### src/hdl/ps2a_pkg.sv
`default_nettype none
package ps2a_pkg;

    // fifo geometry
    localparam int FIFO_DEPTH = 256;
    localparam int PTR_W      = (FIFO_DEPTH > 2) ? $clog2(FIFO_DEPTH) : 1;
    localparam int LVL_W      = PTR_W + 1;
    localparam int EXT_W      = (LVL_W > 9) ? LVL_W : 9;

    // scancode map
    localparam int MAP_LEN = 58;
    localparam int MAP_W   = 6;

    // scancodes and masks
    localparam logic [7:0] SC_RELEASE   = 8'h80;
    localparam logic [7:0] SC_CODE_MASK = 8'h7F;
    localparam logic [7:0] SC_LSHIFT    = 8'h2A;
    localparam logic [7:0] SC_RSHIFT    = 8'h36;
    localparam logic [7:0] SC_CTRL      = 8'h1D;
    localparam logic [7:0] SC_CAPS      = 8'h3A;
    localparam logic [7:0] CTRL_MASK    = 8'h1F;
    localparam logic [7:0] CH_ETX       = 8'h03;
    localparam logic [7:0] CH_SUB       = 8'h1A;
    localparam logic [7:0] CASE_OFFSET  = 8'd32;

    // command codes
    typedef enum logic [1:0] {
        CMD_SCAN   = 2'd0,
        CMD_INJECT = 2'd1,
        CMD_POP    = 2'd2,
        CMD_RSVD   = 2'd3
    } t_cmd;

    // signal codes
    typedef enum logic [1:0] {
        SIG_NONE = 2'd0,
        SIG_INT  = 2'd1,
        SIG_STOP = 2'd2
    } t_sig;

    // work handed from front to back
    typedef enum logic [1:0] {
        OP_NONE = 2'd0,
        OP_PUSH = 2'd1,
        OP_POP  = 2'd2
    } t_op;

    typedef struct packed {
        t_op        op;
        logic [7:0] ch;
        t_sig       sig;
    } t_work;

    // us-qwerty set-1 tables
    localparam logic [7:0] PLAIN_MAP [MAP_LEN] = '{
        8'h00, 8'h00, 8'h31, 8'h32, 8'h33, 8'h34, 8'h35, 8'h36, 8'h37, 8'h38,
        8'h39, 8'h30, 8'h2D, 8'h3D, 8'h08, 8'h09, 8'h71, 8'h77, 8'h65, 8'h72,
        8'h74, 8'h79, 8'h75, 8'h69, 8'h6F, 8'h70, 8'h5B, 8'h5D, 8'h0A, 8'h00,
        8'h61, 8'h73, 8'h64, 8'h66, 8'h67, 8'h68, 8'h6A, 8'h6B, 8'h6C, 8'h3B,
        8'h27, 8'h60, 8'h00, 8'h5C, 8'h7A, 8'h78, 8'h63, 8'h76, 8'h62, 8'h6E,
        8'h6D, 8'h2C, 8'h2E, 8'h2F, 8'h00, 8'h2A, 8'h00, 8'h20
    };

    localparam logic [7:0] SHIFT_MAP [MAP_LEN] = '{
        8'h00, 8'h00, 8'h21, 8'h40, 8'h23, 8'h24, 8'h25, 8'h5E, 8'h26, 8'h2A,
        8'h28, 8'h29, 8'h5F, 8'h2B, 8'h08, 8'h09, 8'h51, 8'h57, 8'h45, 8'h52,
        8'h54, 8'h59, 8'h55, 8'h49, 8'h4F, 8'h50, 8'h7B, 8'h7D, 8'h0A, 8'h00,
        8'h41, 8'h53, 8'h44, 8'h46, 8'h47, 8'h48, 8'h4A, 8'h4B, 8'h4C, 8'h3A,
        8'h22, 8'h7E, 8'h00, 8'h7C, 8'h5A, 8'h58, 8'h43, 8'h56, 8'h42, 8'h4E,
        8'h4D, 8'h3C, 8'h3E, 8'h3F, 8'h00, 8'h2A, 8'h00, 8'h20
    };

endpackage
`default_nettype wire

### src/hdl/ps2a_if.sv
`default_nettype none
// input item channel
interface ps2a_item_if;
    logic       valid;
    logic       ready;
    logic [1:0] cmd;
    logic [7:0] data_byte;
    logic       foreground_active;

    modport source (output valid, cmd, data_byte, foreground_active, input ready);
    modport sink (input valid, cmd, data_byte, foreground_active, output ready);
endinterface

// result channel
interface ps2a_result_if;
    logic       valid;
    logic       ready;
    logic [7:0] char_out;
    logic       char_valid;
    logic [1:0] signal_code;
    logic       pushed;
    logic       dropped;
    logic [7:0] fifo_count;

    modport source (output valid, char_out, char_valid, signal_code, pushed, dropped,
                    fifo_count, input ready);
    modport sink (input valid, char_out, char_valid, signal_code, pushed, dropped,
                  fifo_count, output ready);
endinterface
`default_nettype wire

### src/hdl/ps2a_front.sv
`default_nettype none
module ps2a_front
    import ps2a_pkg::*;
(
    input  wire logic       i_clk,
    input  wire logic       i_rst_n,
    input  wire logic       i_valid,
    input  wire logic [1:0] i_cmd,
    input  wire logic [7:0] i_data_byte,
    input  wire logic       i_foreground_active,
    input  wire logic       i_q_ready,
    output logic            o_ready,
    output logic            o_q_valid,
    output t_work           o_q_work
);

    logic r_shift, r_ctrl, r_caps;
    logic n_shift, n_ctrl, n_caps;
    logic accept;
    logic [7:0] code, map_ch, ch;
    logic is_letter;
    t_work work;

    assign accept    = i_valid && i_q_ready;
    assign o_ready   = i_q_ready;
    assign o_q_valid = accept;
    assign o_q_work  = work;
    assign code      = i_data_byte & SC_CODE_MASK;

    // table lookup with shift, caps lock and ctrl
    always_comb begin
        map_ch = 8'h00;
        if (i_data_byte < 8'(MAP_LEN)) begin
            if (r_shift) begin
                map_ch = SHIFT_MAP[i_data_byte[MAP_W-1:0]];
            end else begin
                map_ch = PLAIN_MAP[i_data_byte[MAP_W-1:0]];
                if (r_caps && map_ch >= 8'h61 && map_ch <= 8'h7A) begin
                    map_ch = map_ch - CASE_OFFSET;
                end
            end
        end
        is_letter = (map_ch >= 8'h61 && map_ch <= 8'h7A)
                 || (map_ch >= 8'h41 && map_ch <= 8'h5A);
        ch = (r_ctrl && is_letter) ? (map_ch & CTRL_MASK) : map_ch;
    end

    // classify the item and update modifiers
    always_comb begin
        n_shift = r_shift;
        n_ctrl  = r_ctrl;
        n_caps  = r_caps;
        work.op  = OP_NONE;
        work.ch  = 8'h00;
        work.sig = SIG_NONE;
        unique case (t_cmd'(i_cmd))
            CMD_SCAN: begin
                if ((i_data_byte & SC_RELEASE) != 8'h00) begin
                    if (code == SC_LSHIFT || code == SC_RSHIFT) n_shift = 1'b0;
                    if (code == SC_CTRL) n_ctrl = 1'b0;
                end else if (i_data_byte == SC_LSHIFT || i_data_byte == SC_RSHIFT) begin
                    n_shift = 1'b1;
                end else if (i_data_byte == SC_CTRL) begin
                    n_ctrl = 1'b1;
                end else if (i_data_byte == SC_CAPS) begin
                    n_caps = !r_caps;
                end else if (i_foreground_active && ch == CH_ETX) begin
                    work.sig = SIG_INT;
                end else if (i_foreground_active && ch == CH_SUB) begin
                    work.sig = SIG_STOP;
                end else if (ch != 8'h00) begin
                    work.op = OP_PUSH;
                    work.ch = ch;
                end
            end
            CMD_INJECT: begin
                if (i_data_byte != 8'h00) begin
                    work.op = OP_PUSH;
                    work.ch = i_data_byte;
                end
            end
            CMD_POP: work.op = OP_POP;
            default: work.op = OP_NONE;
        endcase
    end

    // modifier state
    always_ff @(posedge i_clk) begin
        if (!i_rst_n) begin
            r_shift <= 1'b0;
            r_ctrl  <= 1'b0;
            r_caps  <= 1'b0;
        end else if (accept) begin
            r_shift <= n_shift;
            r_ctrl  <= n_ctrl;
            r_caps  <= n_caps;
        end
    end

endmodule
`default_nettype wire

### src/hdl/ps2a_queue.sv
`default_nettype none
module ps2a_queue
    import ps2a_pkg::*;
(
    input  wire logic  i_clk,
    input  wire logic  i_rst_n,
    input  wire logic  i_valid,
    input  wire t_work i_work,
    output logic       o_ready,
    output logic       o_valid,
    output t_work      o_work,
    input  wire logic  i_ready
);

    t_work      r_slot [2];
    logic       r_wr, r_rd;
    logic [1:0] r_cnt;
    logic       push, pop;

    assign o_ready = (r_cnt != 2'd2);
    assign o_valid = (r_cnt != 2'd0);
    assign o_work  = r_slot[r_rd];
    assign push    = i_valid && o_ready;
    assign pop     = o_valid && i_ready;

    // two-entry skid queue control
    always_ff @(posedge i_clk) begin
        if (!i_rst_n) begin
            r_wr  <= 1'b0;
            r_rd  <= 1'b0;
            r_cnt <= 2'd0;
        end else begin
            if (push) r_wr <= !r_wr;
            if (pop)  r_rd <= !r_rd;
            r_cnt <= r_cnt + 2'(push) - 2'(pop);
        end
    end

    // payload slots
    always_ff @(posedge i_clk) begin
        if (push) r_slot[r_wr] <= i_work;
    end

endmodule
`default_nettype wire

### src/hdl/ps2a_back.sv
`default_nettype none
module ps2a_back
    import ps2a_pkg::*;
(
    input  wire logic  i_clk,
    input  wire logic  i_rst_n,
    input  wire logic  i_valid,
    input  wire t_work i_work,
    output logic       o_ready,
    ps2a_result_if.source o_result
);

    logic [7:0]       mem [FIFO_DEPTH];
    logic [PTR_W-1:0] r_rp, r_wp, n_rp, n_wp, rp_inc, wp_inc;
    logic [7:0]       r_rd_data;
    logic             r_out_valid, r_char_valid, r_pushed, r_dropped;
    logic             n_char_valid, n_pushed, n_dropped;
    t_sig             r_sig;
    logic [7:0]       r_count, n_count;
    logic [LVL_W-1:0] lvl;
    logic [EXT_W-1:0] lvl_ext;
    logic             take, full, empty, we, re;

    assign o_ready = !r_out_valid || o_result.ready;
    assign take    = i_valid && o_ready;

    assign rp_inc = (r_rp == PTR_W'(FIFO_DEPTH - 1)) ? '0 : r_rp + 1'b1;
    assign wp_inc = (r_wp == PTR_W'(FIFO_DEPTH - 1)) ? '0 : r_wp + 1'b1;
    assign full   = (wp_inc == r_rp);
    assign empty  = (r_rp == r_wp);

    // pointer update and flags
    always_comb begin
        we = 1'b0;
        re = 1'b0;
        n_rp = r_rp;
        n_wp = r_wp;
        n_char_valid = 1'b0;
        n_pushed = 1'b0;
        n_dropped = 1'b0;
        unique case (i_work.op)
            OP_PUSH: begin
                if (full) begin
                    n_dropped = 1'b1;
                end else begin
                    n_pushed = 1'b1;
                    we = take;
                    n_wp = wp_inc;
                end
            end
            OP_POP: begin
                if (!empty) begin
                    n_char_valid = 1'b1;
                    re = take;
                    n_rp = rp_inc;
                end
            end
            default: ;
        endcase
    end

    // level after this transaction, saturated to eight bits
    always_comb begin
        if (n_wp >= n_rp) begin
            lvl = LVL_W'(n_wp) - LVL_W'(n_rp);
        end else begin
            lvl = LVL_W'(n_wp) + LVL_W'(FIFO_DEPTH) - LVL_W'(n_rp);
        end
        lvl_ext = EXT_W'(lvl);
        n_count = (lvl_ext > EXT_W'(255)) ? 8'hFF : lvl_ext[7:0];
    end

    // character store
    always_ff @(posedge i_clk) begin
        if (we) mem[r_wp] <= i_work.ch;
        if (re) r_rd_data <= mem[r_rp];
    end

    // pointers and output register
    always_ff @(posedge i_clk) begin
        if (!i_rst_n) begin
            r_rp <= '0;
            r_wp <= '0;
            r_out_valid <= 1'b0;
        end else begin
            if (take) begin
                r_rp <= n_rp;
                r_wp <= n_wp;
                r_out_valid <= 1'b1;
            end else if (o_result.ready) begin
                r_out_valid <= 1'b0;
            end
        end
    end

    always_ff @(posedge i_clk) begin
        if (take) begin
            r_char_valid <= n_char_valid;
            r_pushed     <= n_pushed;
            r_dropped    <= n_dropped;
            r_sig        <= i_work.sig;
            r_count      <= n_count;
        end
    end

    assign o_result.valid       = r_out_valid;
    assign o_result.char_out    = r_char_valid ? r_rd_data : 8'h00;
    assign o_result.char_valid  = r_char_valid;
    assign o_result.signal_code = r_sig;
    assign o_result.pushed      = r_pushed;
    assign o_result.dropped     = r_dropped;
    assign o_result.fifo_count  = r_count;

endmodule
`default_nettype wire

### src/hdl/ps2_scancode_to_ascii_fifo.sv
`default_nettype none
// channel    | dir | handshake   | payload
// i_item     | in  | valid/ready | cmd, data_byte, foreground_active
// o_result   | out | valid/ready | char_out, char_valid, signal_code, pushed,
//            |     |             | dropped, fifo_count
//
// one transaction per cycle sustained while the output is not stalled; the front
// decode writes each item into the queue, then the back stage moves it into the
// output register, which also registers the store read.
// reset clears modifiers, pointers, queue and output valid; the store is not
// cleared, only written entries are ever read.
// a stalled output holds its result while the two-entry queue takes items until full.
module ps2_scancode_to_ascii_fifo
    import ps2a_pkg::*;
(
    input  wire logic       i_clk,
    input  wire logic       i_rst_n,
    ps2a_item_if.sink       i_item,
    ps2a_result_if.source   o_result
);

    logic  fq_valid, fq_ready, qb_valid, qb_ready;
    t_work fq_work, qb_work;

    // decode and modifier tracking
    ps2a_front u_front (
        .i_clk               (i_clk),
        .i_rst_n             (i_rst_n),
        .i_valid             (i_item.valid),
        .i_cmd               (i_item.cmd),
        .i_data_byte         (i_item.data_byte),
        .i_foreground_active (i_item.foreground_active),
        .i_q_ready           (fq_ready),
        .o_ready             (i_item.ready),
        .o_q_valid           (fq_valid),
        .o_q_work            (fq_work)
    );

    // decoupling queue
    ps2a_queue u_queue (
        .i_clk   (i_clk),
        .i_rst_n (i_rst_n),
        .i_valid (fq_valid),
        .i_work  (fq_work),
        .o_ready (fq_ready),
        .o_valid (qb_valid),
        .o_work  (qb_work),
        .i_ready (qb_ready)
    );

    // character fifo and result register
    ps2a_back u_back (
        .i_clk    (i_clk),
        .i_rst_n  (i_rst_n),
        .i_valid  (qb_valid),
        .i_work   (qb_work),
        .o_ready  (qb_ready),
        .o_result (o_result)
    );

    // a transaction never both stores and loses a character
    a_push_drop: assert property (@(posedge i_clk) disable iff (!i_rst_n)
        o_result.valid |-> !(o_result.pushed && o_result.dropped))
        else $error("pushed and dropped together");

    // a popped character excludes push, drop and signal
    a_pop_alone: assert property (@(posedge i_clk) disable iff (!i_rst_n)
        (o_result.valid && o_result.char_valid) |->
            (!o_result.pushed && !o_result.dropped && o_result.signal_code == SIG_NONE))
        else $error("pop result mixed with other outcome");

    // character output is zero unless a stored character was returned
    a_char_zero: assert property (@(posedge i_clk) disable iff (!i_rst_n)
        (o_result.valid && !o_result.char_valid) |-> (o_result.char_out == 8'h00))
        else $error("char_out nonzero without char_valid");

    // a signal transaction never touches the fifo
    a_sig_alone: assert property (@(posedge i_clk) disable iff (!i_rst_n)
        (o_result.valid && o_result.signal_code != SIG_NONE) |->
            (!o_result.pushed && !o_result.dropped))
        else $error("signal with fifo activity");

endmodule
`default_nettype wire

### src/flat_wrapper.sv
// flat-port wrapper written by rule: the top's interface ports become plain ports
module ps2_scancode_to_ascii_fifo_flat import ps2a_pkg::*;
  (i_clk, i_rst_n, i_item_valid, i_item_cmd, i_item_data_byte, i_item_foreground_active, i_item_ready, o_result_valid, o_result_char_out, o_result_char_valid, o_result_signal_code, o_result_pushed, o_result_dropped, o_result_fifo_count, o_result_ready);
  ps2a_item_if i_item_i ();
  ps2a_result_if o_result_i ();
  input  wire logic i_clk;
  input  wire logic i_rst_n;
  input wire logic [$bits(i_item_i.valid)-1:0] i_item_valid;
  input wire logic [$bits(i_item_i.cmd)-1:0] i_item_cmd;
  input wire logic [$bits(i_item_i.data_byte)-1:0] i_item_data_byte;
  input wire logic [$bits(i_item_i.foreground_active)-1:0] i_item_foreground_active;
  output wire logic [$bits(i_item_i.ready)-1:0] i_item_ready;
  output wire logic [$bits(o_result_i.valid)-1:0] o_result_valid;
  output wire logic [$bits(o_result_i.char_out)-1:0] o_result_char_out;
  output wire logic [$bits(o_result_i.char_valid)-1:0] o_result_char_valid;
  output wire logic [$bits(o_result_i.signal_code)-1:0] o_result_signal_code;
  output wire logic [$bits(o_result_i.pushed)-1:0] o_result_pushed;
  output wire logic [$bits(o_result_i.dropped)-1:0] o_result_dropped;
  output wire logic [$bits(o_result_i.fifo_count)-1:0] o_result_fifo_count;
  input wire logic [$bits(o_result_i.ready)-1:0] o_result_ready;
  assign i_item_i.valid = i_item_valid;
  assign i_item_i.cmd = i_item_cmd;
  assign i_item_i.data_byte = i_item_data_byte;
  assign i_item_i.foreground_active = i_item_foreground_active;
  assign i_item_ready = i_item_i.ready;
  assign o_result_valid = o_result_i.valid;
  assign o_result_char_out = o_result_i.char_out;
  assign o_result_char_valid = o_result_i.char_valid;
  assign o_result_signal_code = o_result_i.signal_code;
  assign o_result_pushed = o_result_i.pushed;
  assign o_result_dropped = o_result_i.dropped;
  assign o_result_fifo_count = o_result_i.fifo_count;
  assign o_result_i.ready = o_result_ready;
  ps2_scancode_to_ascii_fifo u_core (.i_clk(i_clk), .i_rst_n(i_rst_n), .i_item(i_item_i), .o_result(o_result_i));
endmodule
### config.mk
export PLATFORM = sky130hd
export DESIGN_NAME = ps2_scancode_to_ascii_fifo_flat
export DESIGN_NICKNAME = d
export VERILOG_FILES = /design/src/hdl/ps2a_pkg.sv /design/src/hdl/ps2a_if.sv /design/src/hdl/ps2a_front.sv /design/src/hdl/ps2a_queue.sv /design/src/hdl/ps2a_back.sv /design/src/hdl/ps2_scancode_to_ascii_fifo.sv /design/src/flat_wrapper.sv
export SDC_FILE = /design/constraint.sdc
export NUM_CORES = 2
export LEC_CHECK = 0
export ABC_AREA = 0
export BUFFER_PORTS_ARGS = -buffer_cell sky130_fd_sc_hd__buf_2
export CORE_ASPECT_RATIO = 0.7
export CORE_MARGIN = 2
export CORE_UTILIZATION = 40
export CTS_BUF_LIST = sky130_fd_sc_hd__clkbuf_16
export CTS_CLUSTER_DIAMETER = 40
export DETAILED_ROUTE_END_ITERATION = 12
export PLACE_DENSITY = 0.57
export SYNTH_ARGS = -nofsm -noshare
export SYNTH_HDL_FRONTEND = slang
export SYNTH_SLANG_ARGS = --single-unit
export TNS_END_PERCENT = 10
### constraint.sdc
create_clock -name i_clk -period 5.35 [get_ports i_clk]
set_clock_uncertainty 0.2 [all_clocks]
set_input_delay 1.07 -clock i_clk [delete_from_list [all_inputs] [get_ports i_clk]]
set_output_delay 1.07 -clock i_clk [all_outputs]
set_load 0.005 [all_outputs]
Word level (Yosys, flattened, before mapping)
Memories as Yosys holds them, arrays and structs flattened. A register that Yosys moved wholly into a read port is not among the register bits.
Cells that the tools add are included.
W data, S select, Z words.
{ "word_totals": {"mem_bits_rw": 2072, "latchBits": 0, "in_bits": 15, "mem_bits_ro": 1024, "regBits": 37, "out_inout_bits": 23, "wordCells": 140, "n_memories": 4} }
{ "memory_table": {"columns": ["name", "words", "word_bits", "read_ports", "rd_clocked_by_memory_dff", "write_ports", "line_no", "rtl"], "rows": [
  ["u_core.u_back.mem", 256, 8, 1, 1, 1, "ps2a_back.sv:13", "logic [7:0] mem [FIFO_DEPTH];"],
  ["(no name shown)", 64, 8, 1, 0, 0, "ps2a_front.sv:37", "map_ch = PLAIN_MAP[i_data_byte[MAP_W-1:0]];"],
  ["(no name shown)", 64, 8, 1, 0, 0, "ps2a_front.sv:35", "map_ch = SHIFT_MAP[i_data_byte[MAP_W-1:0]];"],
  ["u_core.u_queue.r_slot", 2, 12, 1, 1, 1, "ps2a_queue.sv:15", "t_work r_slot [2];"]
]} }
{ "op_classes": {"div_mod_pow": 0, "mul": 0, "n_eq_ne": 21, "bitwise_logic": 4, "n_mux": 51, "addsub": 8, "n_shift": 0, "magnitude_cmp": 10, "reduce_logical": 28} }
{ "op_table": {"columns": ["cell", "count"], "rows": [
  ["$mux W8", 15],
  ["$mux W12", 4],
  ["$mux W9", 3],
  ["$eq A8 B6 Y1 const B", 3],
  ["$ge A8 B7 Y1 const B", 3],
  ["$le A8 B7 Y1 const B", 3],
  ["$mux W1", 22],
  ["$mux W10", 2],
  ["$add A8 B1 Y8 const B", 2],
  ["$eq A8 B5 Y1 const B", 2],
  ["$eq A8 B8 Y1", 2],
  ["$eq A8 B8 Y1 const B", 2],
  ["$pmux W8 S2", 1],
  ["$reduce_bool A8 Y1", 2],
  ["$eq A7 B6 Y1 const B", 2],
  ["$logic_and A1 B1 Y1", 10],
  ["$add A8 B9 Y9 const B", 1],
  ["$gt A9 B8 Y1 const B", 1],
  ["$sub A8 B8 Y9", 1],
  ["$sub A9 B8 Y9", 1],
  ["$eq A8 B2 Y1 const B", 1],
  ["$ge A8 B8 Y1", 1],
  ["$lt A8 B6 Y1 const B", 1],
  ["$reduce_bool A2 Y1", 4],
  ["other kinds (19)", 33]
]} }

Depth between registers and ports, before layout
{ "logic_depth": {"word_depth": 24, "depth_mapped": 23, "mapped_depth_nobuf": 20} }

Cells and area by module
From an unflattened synthesis, not the netlist that was laid out.
{ "unflattened": {"cells_unflattened": 4234, "hier_area_um2": 84604.9} }
{ "by_module_without_submodules": {"columns": ["mod", "instances", "cells_each", "area_each_um2"], "rows": [
  ["ps2a_back", 1, 3872, 81403.1],
  ["ps2a_front", 1, 295, 2077.0],
  ["ps2a_queue", 1, 67, 1124.8]
]} }

Worst setup path before layout
No wires, ideal clock.
{ "synth_path": {"path_type": "flip-flop to flip-flop", "from": "reg u_core.u_back.r_wp[0]", "to": "reg u_core.u_back.r_count[3], in the netlist u_core.u_back.o_result.fifo_count[3], data pin", "n_path_buf": 3, "path_stages_with_launch": 22, "arrival_ns": 4.288, "slack_ns": 0.580, "setup_time_ns": 0.282, "path_cell_list": "dfxtp_1 -> ha_1 -> buf_2 -> nand3_1 -> buf_2 -> nor3_1 -> nor3_1 -> nand3b_1 -> a2111oi_2 -> nor2_1 -> clkbuf_1 -> o21ai_0 -> ha_1 -> nor2b_1 -> o21ai_0 -> a21oi_1 -> o21ai_0 -> a21oi_1 -> o21ai_0 -> a21boi_0 -> mux2i_1 -> o21ai_0"} }
{ "synth_via": {"elab_chain_cells": 9, "elab_cells_between_ends": 15} }
{ "synth_rtl": {"columns": ["item", "line_no", "rtl"], "rows": [
  ["from (decl)", "ps2a_back.sv:14", "logic [PTR_W-1:0] r_rp, r_wp, n_rp, n_wp, rp_inc, wp_inc;"],
  ["from (signal assigned)", "ps2a_back.sv:88", "r_wp <= n_wp;"],
  ["$add A8 B1 Y8 or $eq A8 B8 Y1 (tied branches)", "ps2a_back.sv:28", "assign wp_inc = (r_wp == PTR_W'(FIFO_DEPTH - 1)) ? '0 : r_wp + 1'b1;"],
  ["$mux W8 (*)", "ps2a_back.sv:28", null],
  ["$eq A8 B8 Y1", "ps2a_back.sv:29", "assign full = (wp_inc == r_rp);"],
  ["$mux W8 (*)", "ps2a_back.sv:43", "if (full) begin"],
  ["$mux W8 (*)", "ps2a_back.sv:41", "unique case (i_work.op)"],
  ["named net u_core.u_back.n_wp[1]", "ps2a_back.sv:14", null],
  ["$add A8 B9 Y9", "ps2a_back.sv:67", "lvl = LVL_W'(n_wp) + LVL_W'(FIFO_DEPTH) - LVL_W'(n_rp);"],
  ["$sub A9 B8 Y9", "ps2a_back.sv:67", null],
  ["$mux W9 (*)", "ps2a_back.sv:64", "if (n_wp >= n_rp) begin"],
  ["$gt A9 B8 Y1", "ps2a_back.sv:70", "n_count = (lvl_ext > EXT_W'(255)) ? 8'hFF : lvl_ext[7:0];"],
  ["to (signal assigned)", "ps2a_back.sv:102", "r_count <= n_count;"],
  ["to (decl)", "ps2a_back.sv:19", "logic [7:0] r_count, n_count;"]
]} }
Mark *: on every way through the listed nets, which the timed path passes. The rest lies on a longest branch.
A chain may end at the register's enable or synchronous reset.

Worst setup path in the final report
{ "layout_path": {"from": "reg u_core.u_back.r_wp[1]", "to": "reg u_core.u_back.r_count[5], in the netlist u_core.u_back.o_result.fifo_count[5], data pin"} }
{ "layout_via": {"elab_chain_cells": 9, "elab_cells_between_ends": 15} }
{ "layout_rtl": {"columns": ["item", "line_no"], "rows": [
  ["$add A8 B1 Y8 or $eq A8 B8 Y1 (tied branches)", "ps2a_back.sv:28"],
  ["$mux W8", "ps2a_back.sv:28"],
  ["$eq A8 B8 Y1", "ps2a_back.sv:29"],
  ["$mux W8", "ps2a_back.sv:43"],
  ["$mux W8 (*)", "ps2a_back.sv:41"],
  ["named net u_core.u_back.n_wp[1]", "ps2a_back.sv:14"],
  ["$add A8 B9 Y9", "ps2a_back.sv:67"],
  ["$sub A9 B8 Y9", "ps2a_back.sv:67"],
  ["$mux W9 (*)", "ps2a_back.sv:64"],
  ["$gt A9 B8 Y1", "ps2a_back.sv:70"]
]} }
Marks and branches as above.

==> flow_metrics.py <==
metrics = {
    "status": {
        "status": "finished, final reports clean",
    },
    "clock_tree": {
        "clockBufferDepth": 4,
        "insertion_delay_ns": 0.86,
        "root_buffer": "clkbuf_16",
        "cts_hold_buf": 0,
        "post_cts_buffers": 0,
        "cts.htree.levels": 4,
        "cts.sinks": 2118,
        "cts_resized": 0,
        "cts.clk_slew.worst_paths_ns": 0.06,
        "cts_buffers": 209,
        "cts_tree": "done",
    },
    "synthesis": {
        "synth_nets": 4647,
        "synthArstFlopShare_pct": 0,
        "synth_seq_area_share_pct": 74.4,
        "yosysTopAreaCell": "edfxtp_1",
        "avgSynthCellArea_um2": 18.5,
        "yosysWarnings": 0,
        "synth_top_area_share_pct": 73.8,
        "yosysUniqueCellTypes": 81,
        "synth_area_leaders": "edfxtp_1 74%, mux4_2 8.7%, mux2i_1 5.6%",
        "synth_flop_cell": "edfxtp_1",
        "netlist_instances": 4603,
        "synth_edf_count": 2093,
        "syn-cell-area_um2": 85100,
        "yosys_register_bits": 2118,
    },
    "timing": {
        "post-route-period-util_pct": 91.0,
        "hold_viol": 0,
        "tns_ns": 0,
        "hold_ws_ns": 0.335,
        "fmax_mhz": 205,
        "worst_slew_pin_slew_ns": 1.40,
        "rsz0062_at_grt": "no",
        "slew_violations": 0,
        "relSlewSlack_pct": 6.28,
        "fin_crit_ns": 4.87,
        "setup_viol": 0,
    },
    "floorplan": {
        "die_y_um": 390,
        "die_width_um": 555,
        "num_rows": 141,
        "die-area_um2": 217000,
        "core_um2": 211000,
        "start_util_pct": 40.3,
        "boundaryPins": 38,
    },
    "setup_path": {
        "critPathMaxStageDelay_ns": 0.45,
        "start_kind": "flop",
        "required_ns": 5.72,
        "reg2reg_from": "u_core.u_back.r_wp[1]$_SDFFE_PN0P_",
        "crit_chain": "ha_1 -> nand3_2 -> o21ai_0 -> a21boi_0 -> or3_1 -> a2111oi_4 -> nor2_2 -> nand2_1 -> o21ai_1 -> ha_1 -> nor2b_1 -> o21ai_0 -> a21oi_1 -> o21ai_0 -> a21oi_1 -> o21ai_0 -> a21boi_1 -> mux2i_1 -> buf_4 -> o21ai_0",
        "critical_path.most_common_cell": "o21ai_0",
        "crit_fanout": 12,
        "cp-end-kind": "flop",
        "critPathSlowestCell": "a2111oi_4",
        "worst_ep_arrival_time_ns": 5.24,
        "cp-startpoint": "u_core.u_back.r_wp[1]$_SDFFE_PN0P_",
        "path_class": "reg -> reg",
    },
    "final_layout": {
        "fillers": 17800,
        "final_core_util_pct": 45.2,
        "final_nets": 4728,
        "post_route_cells_drive_above_1_share_pct": 17.4,
        "synthToLayoutAreaGrowth_pct": 12.3,
    },
    "run": {
        "max_cap_viol_count": 0,
    },
    "route": {
        "firstDrtPassIters": 9,
        "drc": 0,
        "wirelength_um": 222000,
        "drtAntennaViolNets": 0,
        "wl_per_cell_um": 29.1,
        "dr.first_iter.drc_count": 5210,
        "num_vias": 44500,
        "via_per_inst": 5.83,
    },
    "global_routing": {
        "antenna_found_initial": 11,
        "grt_first_pass_wirelength_um": 317000,
        "overflow": 0,
        "grt_pass1_vias": 42600,
        "grt_max_degree": 155,
        "globalRouteTotalUtil_pct": 20.2,
    },
    "power": {
        "peakVddDrop_mv": 0.296,
        "p_leak_nw": 28.2,
        "power_mw": 38.3,
        "powerDensity_nw_per_um2": 401,
    },
    "min_path": {
        "hp-start": "u_core.u_front.r_ctrl$_SDFFE_PN0P_",
        "hold_class": "reg -> reg",
    },
    "place": {
        "hpwlAfterDp_um": 131000,
        "gp_congestion": 0.806,
        "io_buffers": 37,
    },
}
-- cells in the final DEF (no fill, tap or decap), drive strengths merged, types with 6 or more instances in the layout --
cell type	instances
a211oi	10
a21boi	11
a21oi	143
and2	23
buf	163
bufinv	13
clkbuf	213
clkinv	85
clkinvlp	12
dfxtp	25
edfxtp	2093
ha	28
inv	76
mux2	16
mux2i	474
mux4	330
nand2	189
nand2b	12
nand3	19
nand4	12
nor2	304
nor2b	26
nor3	20
nor3b	7
nor4	7
o21ai	43
o221ai	233
o22ai	119
o32ai	6
or3	12
xnor2	17
xor2	13
-- worst max-delay path, delay by kind of cell (launching register included) --
kind / cells / cell delay (ns)
buf+inv: 1 / 0.19
compound gates: 11 / 1.98
flops: 1 / 0.40
simple gates: 5 / 0.98
fa+ha+maj: 2 / 0.54
mux: 1 / 0.29
-- power by group --
| part | switching [mW] | internal (mW) | total (mW) | leakage [nW] |
|---|---|---|---|---|
| Combinational | 3.08 | 0.978 | 4.06 | 5.75 |
| Clock | 6.29 | 7.86 | 14.2 | 3.31 |
| Sequential | 0.0764 | 20.0 | 20.1 | 19.1 |
-- area by class of cell --
class	count	area, um2	share of cell area (%)
multi-input cells	2162	20600	21.6
inverters	30	115	0.120
flip-flops and latches	2118	63400	66.3
well taps	2788	3490	3.65
clock buffers	213	5330	5.58
repair buffers	163	1460	1.52
diodes	1	2.50	0.00262
clock inverters	156	1170	1.22
-- sequential cells by signal (all words and copies together), names as in the netlist, 2 cells and up, named ones only --
name                                count
u_core.u_back.r_rd_data                 8
u_core.u_back.mem                    2048
u_core.u_queue.r_cnt                    2
u_core.u_back.r_rp                      8
u_core.u_back.r_wp                      8
u_core.u_back.o_result.signal_code      2
u_core.u_back.o_result.fifo_count       8
u_core.u_queue.r_slot                  24
-- cell families (layout without fill, tap and decap cells) --
kind of cell | after synthesis | after routing | share of synthesized area [%]
other | 0 | 1 | 0
buffers and inverters | 323 | 562 | 1.59
AND/OR/NAND/NOR | 658 | 658 | 3.42
AO/OA/AOI/OAI | 625 | 625 | 5.30
XOR/XNOR | 30 | 30 | 0.309
multiplexers | 820 | 820 | 14.5
adder cells (fa/ha/maj) | 29 | 29 | 0.435
flip-flops | 2118 | 2118 | 74.4
-- synth_stat cells (13+ instances only) --
cell and count:
dfxtp_1 25, mux4_2 330, buf_1 48, xor2_1 13
o22ai_1 118, inv_1 26, buf_2 74, nor3_1 19
clkbuf_1 162, nor2_1 304, xnor2_1 17, ha_1 28
edfxtp_1 2093, nand2_1 189, and2_1 23, a21oi_1 143
nor2b_1 26, o21ai_0 40, nand3_1 19, mux2i_1 474
mux2_2 16, o221ai_1 232
-- stage by stage --
stage | cell area, um2 | std cells | worst slack (ns)
6_report | 95600 | 7631 | 0.480
5_1_grt | 95500 | 7630 | 0.0148
4_1_cts | 95500 | 7630 | 0.169
3_5_place_dp | 89000 | 7261 | 0.213
3_3_place_gp | 89000 | 7261 | 0.142
2_1_floorplan | 85100 | 4603 | 0.580
-- path summary, 6_finish.rpt --
kind                            depth (start not counted)                                                 end  slack [ns]
worst max-delay path                                   20  u_core.u_back.o_result.fifo_count[5]$_SDFFCE_PN1P_        0.48
worst min-delay path                                    1                  u_core.u_front.r_ctrl$_SDFFE_PN0P_        0.34
worst max register to register                         20  u_core.u_back.o_result.fifo_count[5]$_SDFFCE_PN1P_        0.48
worst min register to register                          1                  u_core.u_front.r_ctrl$_SDFFE_PN0P_        0.34
-- per-layer routing --
layer  wire (um)  GRT usage, %  vias to the layer above
li1            -             -                    19000
met1      102000          31.3                    23400
met2       97500          29.3                     1742
met3       18700          4.30                      273
met4        3870          3.86                        0
met5           0             0                        -
No activity file was read; power rests on OpenSTA's default activity.
